<file path="config.mk">
export PLATFORM = sky130hd
export DESIGN_NAME = traffic_light_moore_controller_flat
export DESIGN_NICKNAME = d
export VERILOG_FILES = /design/src/design/tlc_pkg.sv /design/src/design/tlc_intf.sv /design/src/design/traffic_light_moore_controller.sv /design/src/flat_wrapper.sv
export SDC_FILE = /design/constraint.sdc
export NUM_CORES = 1
export LEC_CHECK = 0
export ABC_AREA = 1
export BUFFER_PORTS_ARGS = -buffer_cell sky130_fd_sc_hd__clkbuf_2
export CAP_MARGIN = 20
export CORE_ASPECT_RATIO = 0.6
export CORE_UTILIZATION = 49
export DETAILED_ROUTE_END_ITERATION = 8
export HOLD_SLACK_MARGIN = 0.06
export PLACE_DENSITY = 0.76
export SLEW_MARGIN = 30
export SYNTH_ARGS = -nofsm -noshare
export SYNTH_HDL_FRONTEND = slang
export SYNTH_SLANG_ARGS = --single-unit
</file>
<file path="constraint.sdc">
create_clock -name clk -period 5.91 [get_ports clk]
set_input_delay 0.8865 -clock clk [delete_from_list [all_inputs] [get_ports clk]]
set_output_delay 0.8865 -clock clk [all_outputs]
set_load 0.005 [all_outputs]
</file>
<file path="src/design/tlc_pkg.sv">
// Shared widths, types and phase tables for the traffic light controller.
package tlc_pkg;

  localparam int SensorW    = 4;
  localparam int CarW       = 6;
  localparam int WalkW      = 2;
  localparam int PhaseW     = 3;
  localparam int TickW      = 8;
  localparam int DwellW     = 11;
  localparam int DwellUnitW = 3;
  localparam int NumPhases  = 7;
  localparam int NumReq     = 1 << SensorW;

  localparam logic [TickW-1:0] TicksPerUnitReset = TickW'(20);

  typedef logic [PhaseW-1:0]  phase_t;
  typedef logic [SensorW-1:0] flags_t;
  typedef logic [DwellW-1:0]  dwell_t;

  localparam phase_t PhaseMainGreen = phase_t'(0);

  localparam logic [CarW-1:0] CAR_TAB [NumPhases] = '{
    6'h0C, 6'h0C, 6'h0C, 6'h14, 6'h21, 6'h22, 6'h24
  };
  localparam logic [WalkW-1:0] WALK_TAB [NumPhases] = '{
    2'd0, 2'd1, 2'd0, 2'd0, 2'd0, 2'd0, 2'd3
  };
  localparam logic [DwellUnitW-1:0] DWELL_TAB [NumPhases] = '{
    3'd7, 3'd4, 3'd3, 3'd2, 3'd7, 3'd2, 3'd4
  };
  localparam flags_t CLEAR_TAB [NumPhases] = '{
    4'd8, 4'd1, 4'd8, 4'd0, 4'd4, 4'd0, 4'd3
  };
  localparam phase_t NEXT_TAB [NumPhases][NumReq] = '{
    '{3'd0, 3'd1, 3'd3, 3'd3, 3'd3, 3'd3, 3'd3, 3'd3,
      3'd0, 3'd1, 3'd3, 3'd3, 3'd3, 3'd3, 3'd3, 3'd3},
    '{3'd2, 3'd2, 3'd2, 3'd2, 3'd2, 3'd2, 3'd2, 3'd2,
      3'd2, 3'd2, 3'd2, 3'd2, 3'd2, 3'd2, 3'd2, 3'd2},
    '{3'd0, 3'd0, 3'd3, 3'd3, 3'd3, 3'd3, 3'd3, 3'd3,
      3'd0, 3'd0, 3'd3, 3'd3, 3'd3, 3'd3, 3'd3, 3'd3},
    '{3'd4, 3'd6, 3'd6, 3'd6, 3'd4, 3'd6, 3'd6, 3'd6,
      3'd4, 3'd6, 3'd6, 3'd6, 3'd4, 3'd6, 3'd6, 3'd6},
    '{3'd5, 3'd5, 3'd5, 3'd5, 3'd4, 3'd5, 3'd5, 3'd5,
      3'd5, 3'd5, 3'd5, 3'd5, 3'd5, 3'd5, 3'd5, 3'd5},
    '{3'd6, 3'd1, 3'd6, 3'd1, 3'd6, 3'd1, 3'd6, 3'd1,
      3'd0, 3'd1, 3'd0, 3'd1, 3'd0, 3'd1, 3'd0, 3'd1},
    '{3'd0, 3'd0, 3'd4, 3'd4, 3'd4, 3'd4, 3'd4, 3'd4,
      3'd0, 3'd0, 3'd4, 3'd4, 3'd4, 3'd4, 3'd4, 3'd4}
  };

  // Map the unused phase code onto main-street green.
  function automatic phase_t safe_phase(phase_t p);
    phase_t r;
    r = (int'(p) < NumPhases) ? p : PhaseMainGreen;
    return r;
  endfunction

endpackage

</file>
<file path="src/design/tlc_intf.sv">
// Valid/ready channel interfaces for sensor samples and light results.
interface tlc_sample_if import tlc_pkg::*; ();
  logic         valid;
  logic         ready;
  flags_t       sensors;

  modport source (output valid, output sensors, input ready);
  modport sink   (input valid, input sensors, output ready);
endinterface

interface tlc_result_if import tlc_pkg::*; ();
  logic            valid;
  logic            ready;
  logic [CarW-1:0]  car_lights;
  logic [WalkW-1:0] walk_lights;
  phase_t          phase;
  logic            phase_changed;

  modport source (output valid, output car_lights, output walk_lights, output phase,
                  output phase_changed, input ready);
  modport sink   (input valid, input car_lights, input walk_lights, input phase,
                  input phase_changed, output ready);
endinterface

</file>
<file path="src/design/traffic_light_moore_controller.sv">
// Seven-phase traffic light controller: one sample transaction in, one light result out.
// Each accepted sample transaction updates the controller state and loads one result
// into the output register; a new sample is taken every cycle as long as the output
// register is empty or is being drained in the same cycle, so throughput is one
// transaction per cycle, and each result is valid in the cycle after its sample.
// Sensor bits are latched into sticky request flags; a phase lasts its dwell units
// times ticks_per_unit samples, then its serviced flags are dropped and the next phase
// is looked up from the remaining flags. Write ticks_per_unit only while idle.
module traffic_light_moore_controller import tlc_pkg::*; (
  input  logic                clk,
  input  logic                rst,
  tlc_sample_if.sink          sample,
  tlc_result_if.source        result,
  input  logic                cfg_we,
  input  logic [TickW-1:0]    cfg_wdata
);

  logic [TickW-1:0] ticks_per_unit;
  phase_t           current_phase;
  dwell_t           dwell_ticks;
  flags_t           request_flags;

  logic [CarW-1:0]  car_lights;
  logic [WalkW-1:0] walk_lights;
  phase_t           phase_out;
  logic             phase_changed;
  logic             out_valid;

  phase_t           cur_p;
  dwell_t           target;
  dwell_t           dwell_inc;
  flags_t           flags_or;
  flags_t           clear_mask;
  logic             dwell_done;
  phase_t           phase_next;
  dwell_t           dwell_ticks_next;
  flags_t           request_flags_next;
  logic             accept;

  assign sample.ready = !out_valid || result.ready;
  assign accept       = sample.valid && sample.ready;

  always_comb begin
    cur_p      = safe_phase(current_phase);
    target     = DwellW'(DWELL_TAB[cur_p]) * DwellW'(ticks_per_unit);
    flags_or   = request_flags | sample.sensors;
    dwell_inc  = dwell_ticks + DwellW'(1);
    clear_mask = CLEAR_TAB[cur_p];
    dwell_done = (dwell_inc >= target);
    if (dwell_done) begin
      request_flags_next = flags_or & ~clear_mask;
      phase_next         = NEXT_TAB[cur_p][request_flags_next];
      dwell_ticks_next   = '0;
    end else begin
      request_flags_next = flags_or;
      phase_next         = cur_p;
      dwell_ticks_next   = dwell_inc;
    end
  end

  always_ff @(posedge clk) begin
    if (rst) begin
      ticks_per_unit <= TicksPerUnitReset;
    end else if (cfg_we) begin
      ticks_per_unit <= cfg_wdata;
    end
  end

  always_ff @(posedge clk) begin
    if (rst) begin
      current_phase <= PhaseMainGreen;
      dwell_ticks   <= '0;
      request_flags <= '0;
      out_valid     <= 1'b0;
    end else begin
      if (accept) begin
        current_phase <= phase_next;
        dwell_ticks   <= dwell_ticks_next;
        request_flags <= request_flags_next;
        out_valid     <= 1'b1;
      end else if (result.ready) begin
        out_valid     <= 1'b0;
      end
    end
  end

  // Payload of the result register; load only on a new transaction.
  always_ff @(posedge clk) begin
    if (accept) begin
      car_lights    <= CAR_TAB[phase_next];
      walk_lights   <= WALK_TAB[phase_next];
      phase_out     <= phase_next;
      phase_changed <= dwell_done;
    end
  end

  assign result.valid         = out_valid;
  assign result.car_lights    = car_lights;
  assign result.walk_lights   = walk_lights;
  assign result.phase         = phase_out;
  assign result.phase_changed = phase_changed;

  a_result_after_accept : assert property (@(posedge clk) disable iff (rst)
    accept |=> (out_valid && phase_out == current_phase))
    else $error("result register does not match phase after transaction");

  a_restart_on_change : assert property (@(posedge clk) disable iff (rst)
    (accept && dwell_done) |=> (dwell_ticks == '0))
    else $error("dwell counter not restarted after phase change");

  a_hold_phase_in_dwell : assert property (@(posedge clk) disable iff (rst)
    (accept && !dwell_done) |=> (current_phase == $past(cur_p) && !phase_changed))
    else $error("phase moved before dwell ended");

  a_serviced_flags_dropped : assert property (@(posedge clk) disable iff (rst)
    (accept && dwell_done) |=> ((request_flags & $past(clear_mask)) == '0))
    else $error("serviced request flags not cleared");

endmodule

</file>
<file path="src/flat_wrapper.sv">
// flat-port wrapper written by rule: the top's interface ports become plain ports
module traffic_light_moore_controller_flat import tlc_pkg::*;
  (clk, rst, cfg_we, cfg_wdata, sample_valid, sample_sensors, sample_ready, result_valid, result_car_lights, result_walk_lights, result_phase, result_phase_changed, result_ready);
  tlc_sample_if sample_i ();
  tlc_result_if result_i ();
  input  logic clk;
  input  logic rst;
  input  logic cfg_we;
  input  logic [TickW-1:0] cfg_wdata;
  input wire logic [$bits(sample_i.valid)-1:0] sample_valid;
  input wire logic [$bits(sample_i.sensors)-1:0] sample_sensors;
  output wire logic [$bits(sample_i.ready)-1:0] sample_ready;
  output wire logic [$bits(result_i.valid)-1:0] result_valid;
  output wire logic [$bits(result_i.car_lights)-1:0] result_car_lights;
  output wire logic [$bits(result_i.walk_lights)-1:0] result_walk_lights;
  output wire logic [$bits(result_i.phase)-1:0] result_phase;
  output wire logic [$bits(result_i.phase_changed)-1:0] result_phase_changed;
  input wire logic [$bits(result_i.ready)-1:0] result_ready;
  assign sample_i.valid = sample_valid;
  assign sample_i.sensors = sample_sensors;
  assign sample_ready = sample_i.ready;
  assign result_valid = result_i.valid;
  assign result_car_lights = result_i.car_lights;
  assign result_walk_lights = result_i.walk_lights;
  assign result_phase = result_i.phase;
  assign result_phase_changed = result_i.phase_changed;
  assign result_i.ready = result_ready;
  traffic_light_moore_controller u_core (.clk(clk), .rst(rst), .sample(sample_i), .result(result_i), .cfg_we(cfg_we), .cfg_wdata(cfg_wdata));
endmodule
</file>
==> results of run 1 <==
==> synth_stat cells, types with 2 or more instances <==
master,count,area share (%)
inv_1,58,7.7
nand2_2,5,1.1
nand3_1,16,2.8
ha_1,22,9.8
o21ai_1,2,0.36
xnor2_1,4,1.2
a21oi_1,36,6.4
nand3_2,2,0.71
inv_2,2,0.27
nor3_1,3,0.53
dfxtp_1,27,19
o21ai_0,15,2.7
fa_1,7,5.0
nand4_1,8,1.8
nand3b_1,2,0.53
xor2_1,11,3.4
edfxtp_1,12,13
nor2_1,42,5.6
buf_6,2,0.80
clkbuf_1,4,0.53
nand2_1,101,13
==> worst max-delay path, stage by stage (launching register included) <==
cell and delay (ps):
dfxtp_1 490, nand2_1 140, o21ai_1 400, nor2_1 120
fa_1 550, ha_1 160, inv_1 50, fa_1 380
o21ai_0 310, a21oi_1 110, o21bai_1 200, nand2_1 80
nand2_1 60, a21oi_1 60, ha_1 300, a21o_1 190
nor2_1 90, and2_1 240, nand3_2 250, nor2_1 610
nand2_1 110, a21oi_1 140
==> cells by family (layout without fill, tap and decap cells) <==
kind of cell	after synthesis	count (layout)	share of synthesized area (%)
AND/OR/NAND/NOR	182	182	27.29
buffers and inverters	69	98	9.928
AO/OA/AOI/OAI	60	60	11.27
flip-flops	39	39	32.06
adder cells (fa/ha/maj)	29	29	14.78
XOR/XNOR	15	15	4.675
==> state kept, by name, summed over array words and instances (netlist names) <==
signal                       count
u_core.result.walk_lights        2
u_core.request_flags             4
u_core.result.phase_changed      1
u_core.dwell_ticks              11
u_core.result.car_lights         6
u_core.result.phase              3
u_core.result.valid              1
u_core.ticks_per_unit            8
u_core.current_phase             3
==> power by group through the flow <==
stage | sequential [mW] | combinational, mW | clock [mW]
floorplan | 0.311 | 0.232 | 0
global placement | 0.312 | 0.302 | 0
detailed placement | 0.313 | 0.303 | 0
CTS | 0.307 | 0.307 | 0.232
global route | 0.309 | 0.355 | 0.250
finish | 0.307 | 0.310 | 0.232
==> layout make-up <==
| type | instances | area [sq um] | share of cell area (%) |
|---|---|---|---|
| clock inverter | 3 | 43.79 | 1.406 |
| timing repair buffer | 30 | 150.1 | 4.819 |
| inverter | 60 | 225.2 | 7.229 |
| clock buffer | 5 | 68.82 | 2.209 |
| tap | 77 | 96.34 | 3.092 |
| sequential | 39 | 900.9 | 28.92 |
| multi-input combinational | 286 | 1630 | 52.33 |
==> metal layers <==
layer  up-vias  part of all wire, %  GRT usage, %
li1       1318                    -             -
met1      1143                   51         35.17
met2       108                   38         32.02
met3         9                   10         6.567
met4         0                  1.1         7.983
met5         -                    0             0
==> cell usage in the layout, fill, tap and decap left out <==
cell and instances:
and3_1 1, o21ai_0 15, clkbuf_2 30, and2_1 1, nand3_2 2, clkinv_4 1
o22ai_1 1, nand3b_1 2, fa_1 7, o21ai_1 2, inv_1 58, bufinv_16 1
nand2_1 101, edfxtp_1 12, dfxtp_1 27, nand4_1 8, a21boi_1 1, a31oi_1 1
o211ai_1 1, clkinv_2 1, ha_1 22, inv_2 2, nand3_1 16, or2_2 1
a21oi_1 36, nor2_1 42, o311ai_0 1, a21o_1 1, o21bai_1 1, nand2_2 5
clkbuf_8 5, nor3_1 3, xnor2_1 4, xor2_1 11
==> final timing paths <==
check	from	to	slack, ps	cells after the start
worst max register to register	u_core.current_phase[0]$_SDFFE_PP0P_	u_core.dwell_ticks[7]$_SDFFE_PP0P_	790	21
worst min register to register	u_core.request_flags[3]$_SDFFE_PP0P_	u_core.request_flags[3]$_SDFFE_PP0P_	470	2
worst min-delay path	u_core.request_flags[3]$_SDFFE_PP0P_	u_core.request_flags[3]$_SDFFE_PP0P_	470	2
worst max-delay path	u_core.current_phase[0]$_SDFFE_PP0P_	u_core.dwell_ticks[7]$_SDFFE_PP0P_	790	21
==> flow_summary_export.csv, run 1 <==
group,metric,value,unit
status,status,"finished, final reports clean",
pwr,clkPwrFrac,27.3,%
placement,dp.cells,492,
cells_and_area,final_cell_count_no_fill,500,
clocking,cts.repair.resized,0,
route,drc,0,
synthesis,netlist_instances,394,
cells_and_area,drive_gt1_share,11.35,%
worst_setup_path,end_kind,"register",
clocking,cts_made_buffers,5,
timing,post-route-period-util,86.65,%
synthesis,yosys_most_used_dff,"dfxtp_1",
pwr,p_leak,1.594,nW
job,cap_violations,0,
synthesis,synthArstFlopShare,0,%
synthesis,synth_nets,440,
timing,whs,471.7,ps
synthesis,synth_area,0.002810,sq mm
synthesis,ys_seq_area_share,32.06,%
synthesis,syn_avg_cell_area,7.132,sq um
placement,dpl_worst_slack,873.2,ps
clocking,cts_hold_buf,0,
clocking,clock_path_buffers,2,
route,drtIter0Drc,138,
synthesis,synth_edf_count,12,
route,final_antenna_net_count,0,
synthesis,ys_types,34,
route,route.detailed.wl_per_inst,12.66,microns
global_routing,grt_max_degree,24,
route,drt_pass1_iterations,4,
global_routing,gr-total-overflow,0,
worst_setup_path,worstSetupPathType,"reg2reg",
route,wirelength,6.330,mm
floorplan,io_pins,31,
timing,maxClockFrequency,195.3,MHz
floorplan,die_h,60.66,microns
route,viasPerCell,5.156,
synthesis,ys_seq_elements,39,
min_path,min_path_type,"reg2reg",
cells_and_area,final_nets,468,
timing,hold_viol_final,0,
floorplan,num_rows,20,
clocking,htreeDepth,2,
placement,place_congestion,0.9906,
clocking,cts_tree,"yes",
clocking,cts_setup_buffers,0,
floorplan,core,0.005280,sq mm
floorplan,dieArea,0.006052,sq mm
placement,hpwlAfterDp,4.949,mm
floorplan,initial_core_util,53.22,%
timing,slew_viol_final,0,
timing,setup_violations,0,
worst_setup_path,crit_arrival,5360,ps
placement,io_buffers,30,
cells_and_area,n_antenna_cell,0,
clocking,cts-root-buf,"clkbuf_8",
pwr,switchingPower,0.3096,mW
global_routing,grtUsageTotal,23.45,%
timing,relSlewSlack,44.28,%
worst_setup_path,critical_path_required,6150,ps
floorplan,dieWidth,99.77,microns
placement,placed_area,0.003003,sq mm
pwr,p_total,0.8483,mW
pwr,swShare,36.50,%
global_routing,antenna_found_initial,0,
pwr,p_per_area,272.3,mW/mm^2
timing,fin_setup_tns,0,ps
cells_and_area,area_growth,10.86,%
worst_setup_path,crit_fanout,11,
timing,worst_slew_pin_slew,833.8,ps
timing,period_needed,5121,ps
worst_setup_path,crit_path_start_kind,"register",
pwr,irDropWorstVdd,108.5,uV
global_routing,first_global_vias,2234,
timing,setup_ws,788.7,ps
clocking,clk_latency,310,ps
synthesis,synth_warnings,0,
pwr,combPwrFrac,36.5,%
global_routing,grt_pass1_wl,10.61,mm
pwr,p_seq_share,36.2,%
clocking,cts.sinks,39,
timing,rsz0062_at_grt,"no",
cells_and_area,final_cell_area,0.003115,sq mm
timing,clock_skew,6.079,ps
cells_and_area,fillers,512,
route,vias,2578,
pwr,p_int,0.5387,mW
clocking,clkSlewWorstSetupHoldPaths,80,ps
cells_and_area,finalCoreUtilization,59.00,%
No activity file was read; power rests on OpenSTA's default activity.
==> run 2: changes to the inputs <==
Settings changed: CORE_ASPECT_RATIO 0.6 to default, GPL_ROUTABILITY_DRIVEN from default to 0.
==> flow_summary_export.csv, run 2 (synthesized netlist as in run 1, its figures left out) <==
group,metric,value,unit
cells_and_area,final_nets,468,
min_path,min_path_type,"reg2reg",
floorplan,num_rows,27,
worst_setup_path,end_kind,"register",
pwr,p_per_area,254.8,mW/mm^2
pwr,switchingPower,0.2916,mW
floorplan,dieArea,0.006042,sq mm
worst_setup_path,cp_common_cell,"nand2_1",
cells_and_area,largest-register,"u_core.dwell_ticks",
clocking,clk_latency,290,ps
route,drc,0,
job,cap_violations,0,
cells_and_area,drive_gt1_share,11.35,%
cells_and_area,final_cell_mix,"nand2_1 (101), inv_1 (58), nor2_1 (42)",
route,vias,2487,
worst_setup_path,r2r_slack,830,ps
route,drt_pass1_iterations,5,
clocking,cts.sinks,39,
timing,period_needed,5083,ps
worst_setup_path,crit_arrival,5300,ps
floorplan,die_h,77.73,microns
timing,fin_setup_tns,0,ps
pwr,swShare,37.10,%
worst_setup_path,ff2ff_path_depth,21,
clocking,cts_setup_buffers,0,
timing,slew_viol_final,0,
clocking,cts_hold_buf,0,
cells_and_area,top_regs,"u_core.dwell_ticks (11), u_core.ticks_per_unit (8), u_core.result.car_lights (6)",
global_routing,antenna_found_initial,0,
pwr,clkPwrFrac,22.5,%
timing,setup_ws,826.7,ps
clocking,cts-root-buf,"clkbuf_8",
status,status,"finished, final reports clean",
clocking,cts.repair.resized,0,
placement,dpl_worst_slack,879.8,ps
clocking,clkSlewWorstSetupHoldPaths,80,ps
cells_and_area,n_antenna_cell,0,
global_routing,grtUsageTotal,20.66,%
timing,worst_slew_pin_slew,756.3,ps
worst_setup_path,critical_path_required,6120,ps
placement,io_buffers,30,
pwr,p_int,0.4944,mW
global_routing,grt_max_degree,24,
placement,hpwlAfterDp,4.481,mm
clocking,cts_tree,"yes",
timing,setup_violations,0,
floorplan,core,0.005507,sq mm
worst_setup_path,worstSetupPathType,"reg2reg",
worst_setup_path,slowest_stage,"nor2_1",
pwr,p_total,0.7861,mW
route,final_antenna_net_count,0,
timing,maxClockFrequency,196.7,MHz
route,route.detailed.wl_per_inst,11.48,microns
worst_setup_path,worstPathCellList,"nand2_1 -> o21ai_1 -> nor2_1 -> fa_1 -> ha_1 -> inv_1 -> fa_1 -> o21ai_0 -> a21oi_1 -> o21bai_1 -> nand2_1 -> nand2_1 -> a21oi_1 -> ha_1 -> a21o_1 -> nor2_1 -> and2_1 -> nand3_2 -> nor2_1 -> nand2_1 -> a21oi_1",
timing,post-route-period-util,86.01,%
pwr,p_leak,1.576,nW
floorplan,io_pins,31,
global_routing,grt_pass1_wl,9.949,mm
cells_and_area,area_growth,9.795,%
pwr,irDropWorstVdd,147.7,uV
clocking,htreeDepth,2,
route,viasPerCell,5.024,
placement,dp.cells,487,
clocking,cts_made_buffers,5,
pwr,p_seq_share,38.9,%
route,wirelength,5.685,mm
global_routing,first_global_vias,2321,
worst_setup_path,slowest_delay,600,ps
global_routing,gr-total-overflow,0,
cells_and_area,final_cell_count_no_fill,495,
worst_setup_path,crit_path_start_kind,"register",
cells_and_area,final_common_cell,"nand2_1",
floorplan,initial_core_util,51.03,%
timing,relSlewSlack,49.46,%
timing,rsz0062_at_grt,"no",
timing,clock_skew,6.190,ps
floorplan,dieWidth,77.73,microns
route,drtIter0Drc,120,
worst_setup_path,crit_fanout,11,
pwr,combPwrFrac,38.6,%
cells_and_area,finalCoreUtilization,56.03,%
timing,hold_viol_final,0,
min_path,whs_path_depth,2,
clocking,clock_path_buffers,2,
cells_and_area,largest_register_ffs,11,
## run 2: cell count changes in the layout (fill, tap and decap cells not counted)
cell / delta
clkinvlp_4: +2
bufinv_16: -1
clkinv_4: -1
## run 2: layer usage
metal,up-vias,part of all wire (%),GRT usage [%]
met5,-,0,0
met4,0,1.6,6.981
met3,10,6.2,4.471
met2,75,45,34.16
met1,1087,47,26.59
li1,1315,-,-
## run 2: final cells by class
class	instances	area, sq um
clock buffer	5	68.82
clock inverter	3	20.02
fill	514	2421
inverter	60	225.2
multi-input combinational	286	1630
sequential	39	900.9
tap	72	90.09
timing repair buffer	30	150.1
## run 2: critical path: cells and delay by family, from the launching register on
family / cells / cell delay, ps
adders and majority gates: 4 / 1410
and+or+nand+nor: 9 / 1640
buffers and inverters: 1 / 50
DFF: 1 / 480
AOI/OAI and AO/OA: 7 / 1410
## run 2: through the flow
step	hold WS [ps]	instance area, sq um
2_1_floorplan	445.3	2810
3_3_place_gp	453.3	2997
3_5_place_dp	455.9	2997
4_1_cts	468.1	3085
5_1_grt	509.5	3085
6_report	468.9	3085
## run 2: final timing paths
kind	start	to
max	u_core.current_phase[0]$_SDFFE_PP0P_	u_core.dwell_ticks[1]$_SDFFE_PP0P_
max reg2reg	u_core.current_phase[0]$_SDFFE_PP0P_	u_core.dwell_ticks[1]$_SDFFE_PP0P_
min reg2reg	u_core.request_flags[3]$_SDFFE_PP0P_	u_core.request_flags[3]$_SDFFE_PP0P_
min	u_core.request_flags[3]$_SDFFE_PP0P_	u_core.request_flags[3]$_SDFFE_PP0P_
## run 2: power groups by stage
| stage | sequential, mW | combinational [mW] | clock [mW] |
|---|---|---|---|
| floorplan | 0.311 | 0.232 | 0 |
| global placement | 0.311 | 0.295 | 0 |
| detailed placement | 0.312 | 0.301 | 0 |
| CTS | 0.306 | 0.303 | 0.182 |
| global route | 0.308 | 0.348 | 0.194 |
| finish | 0.306 | 0.304 | 0.177 |
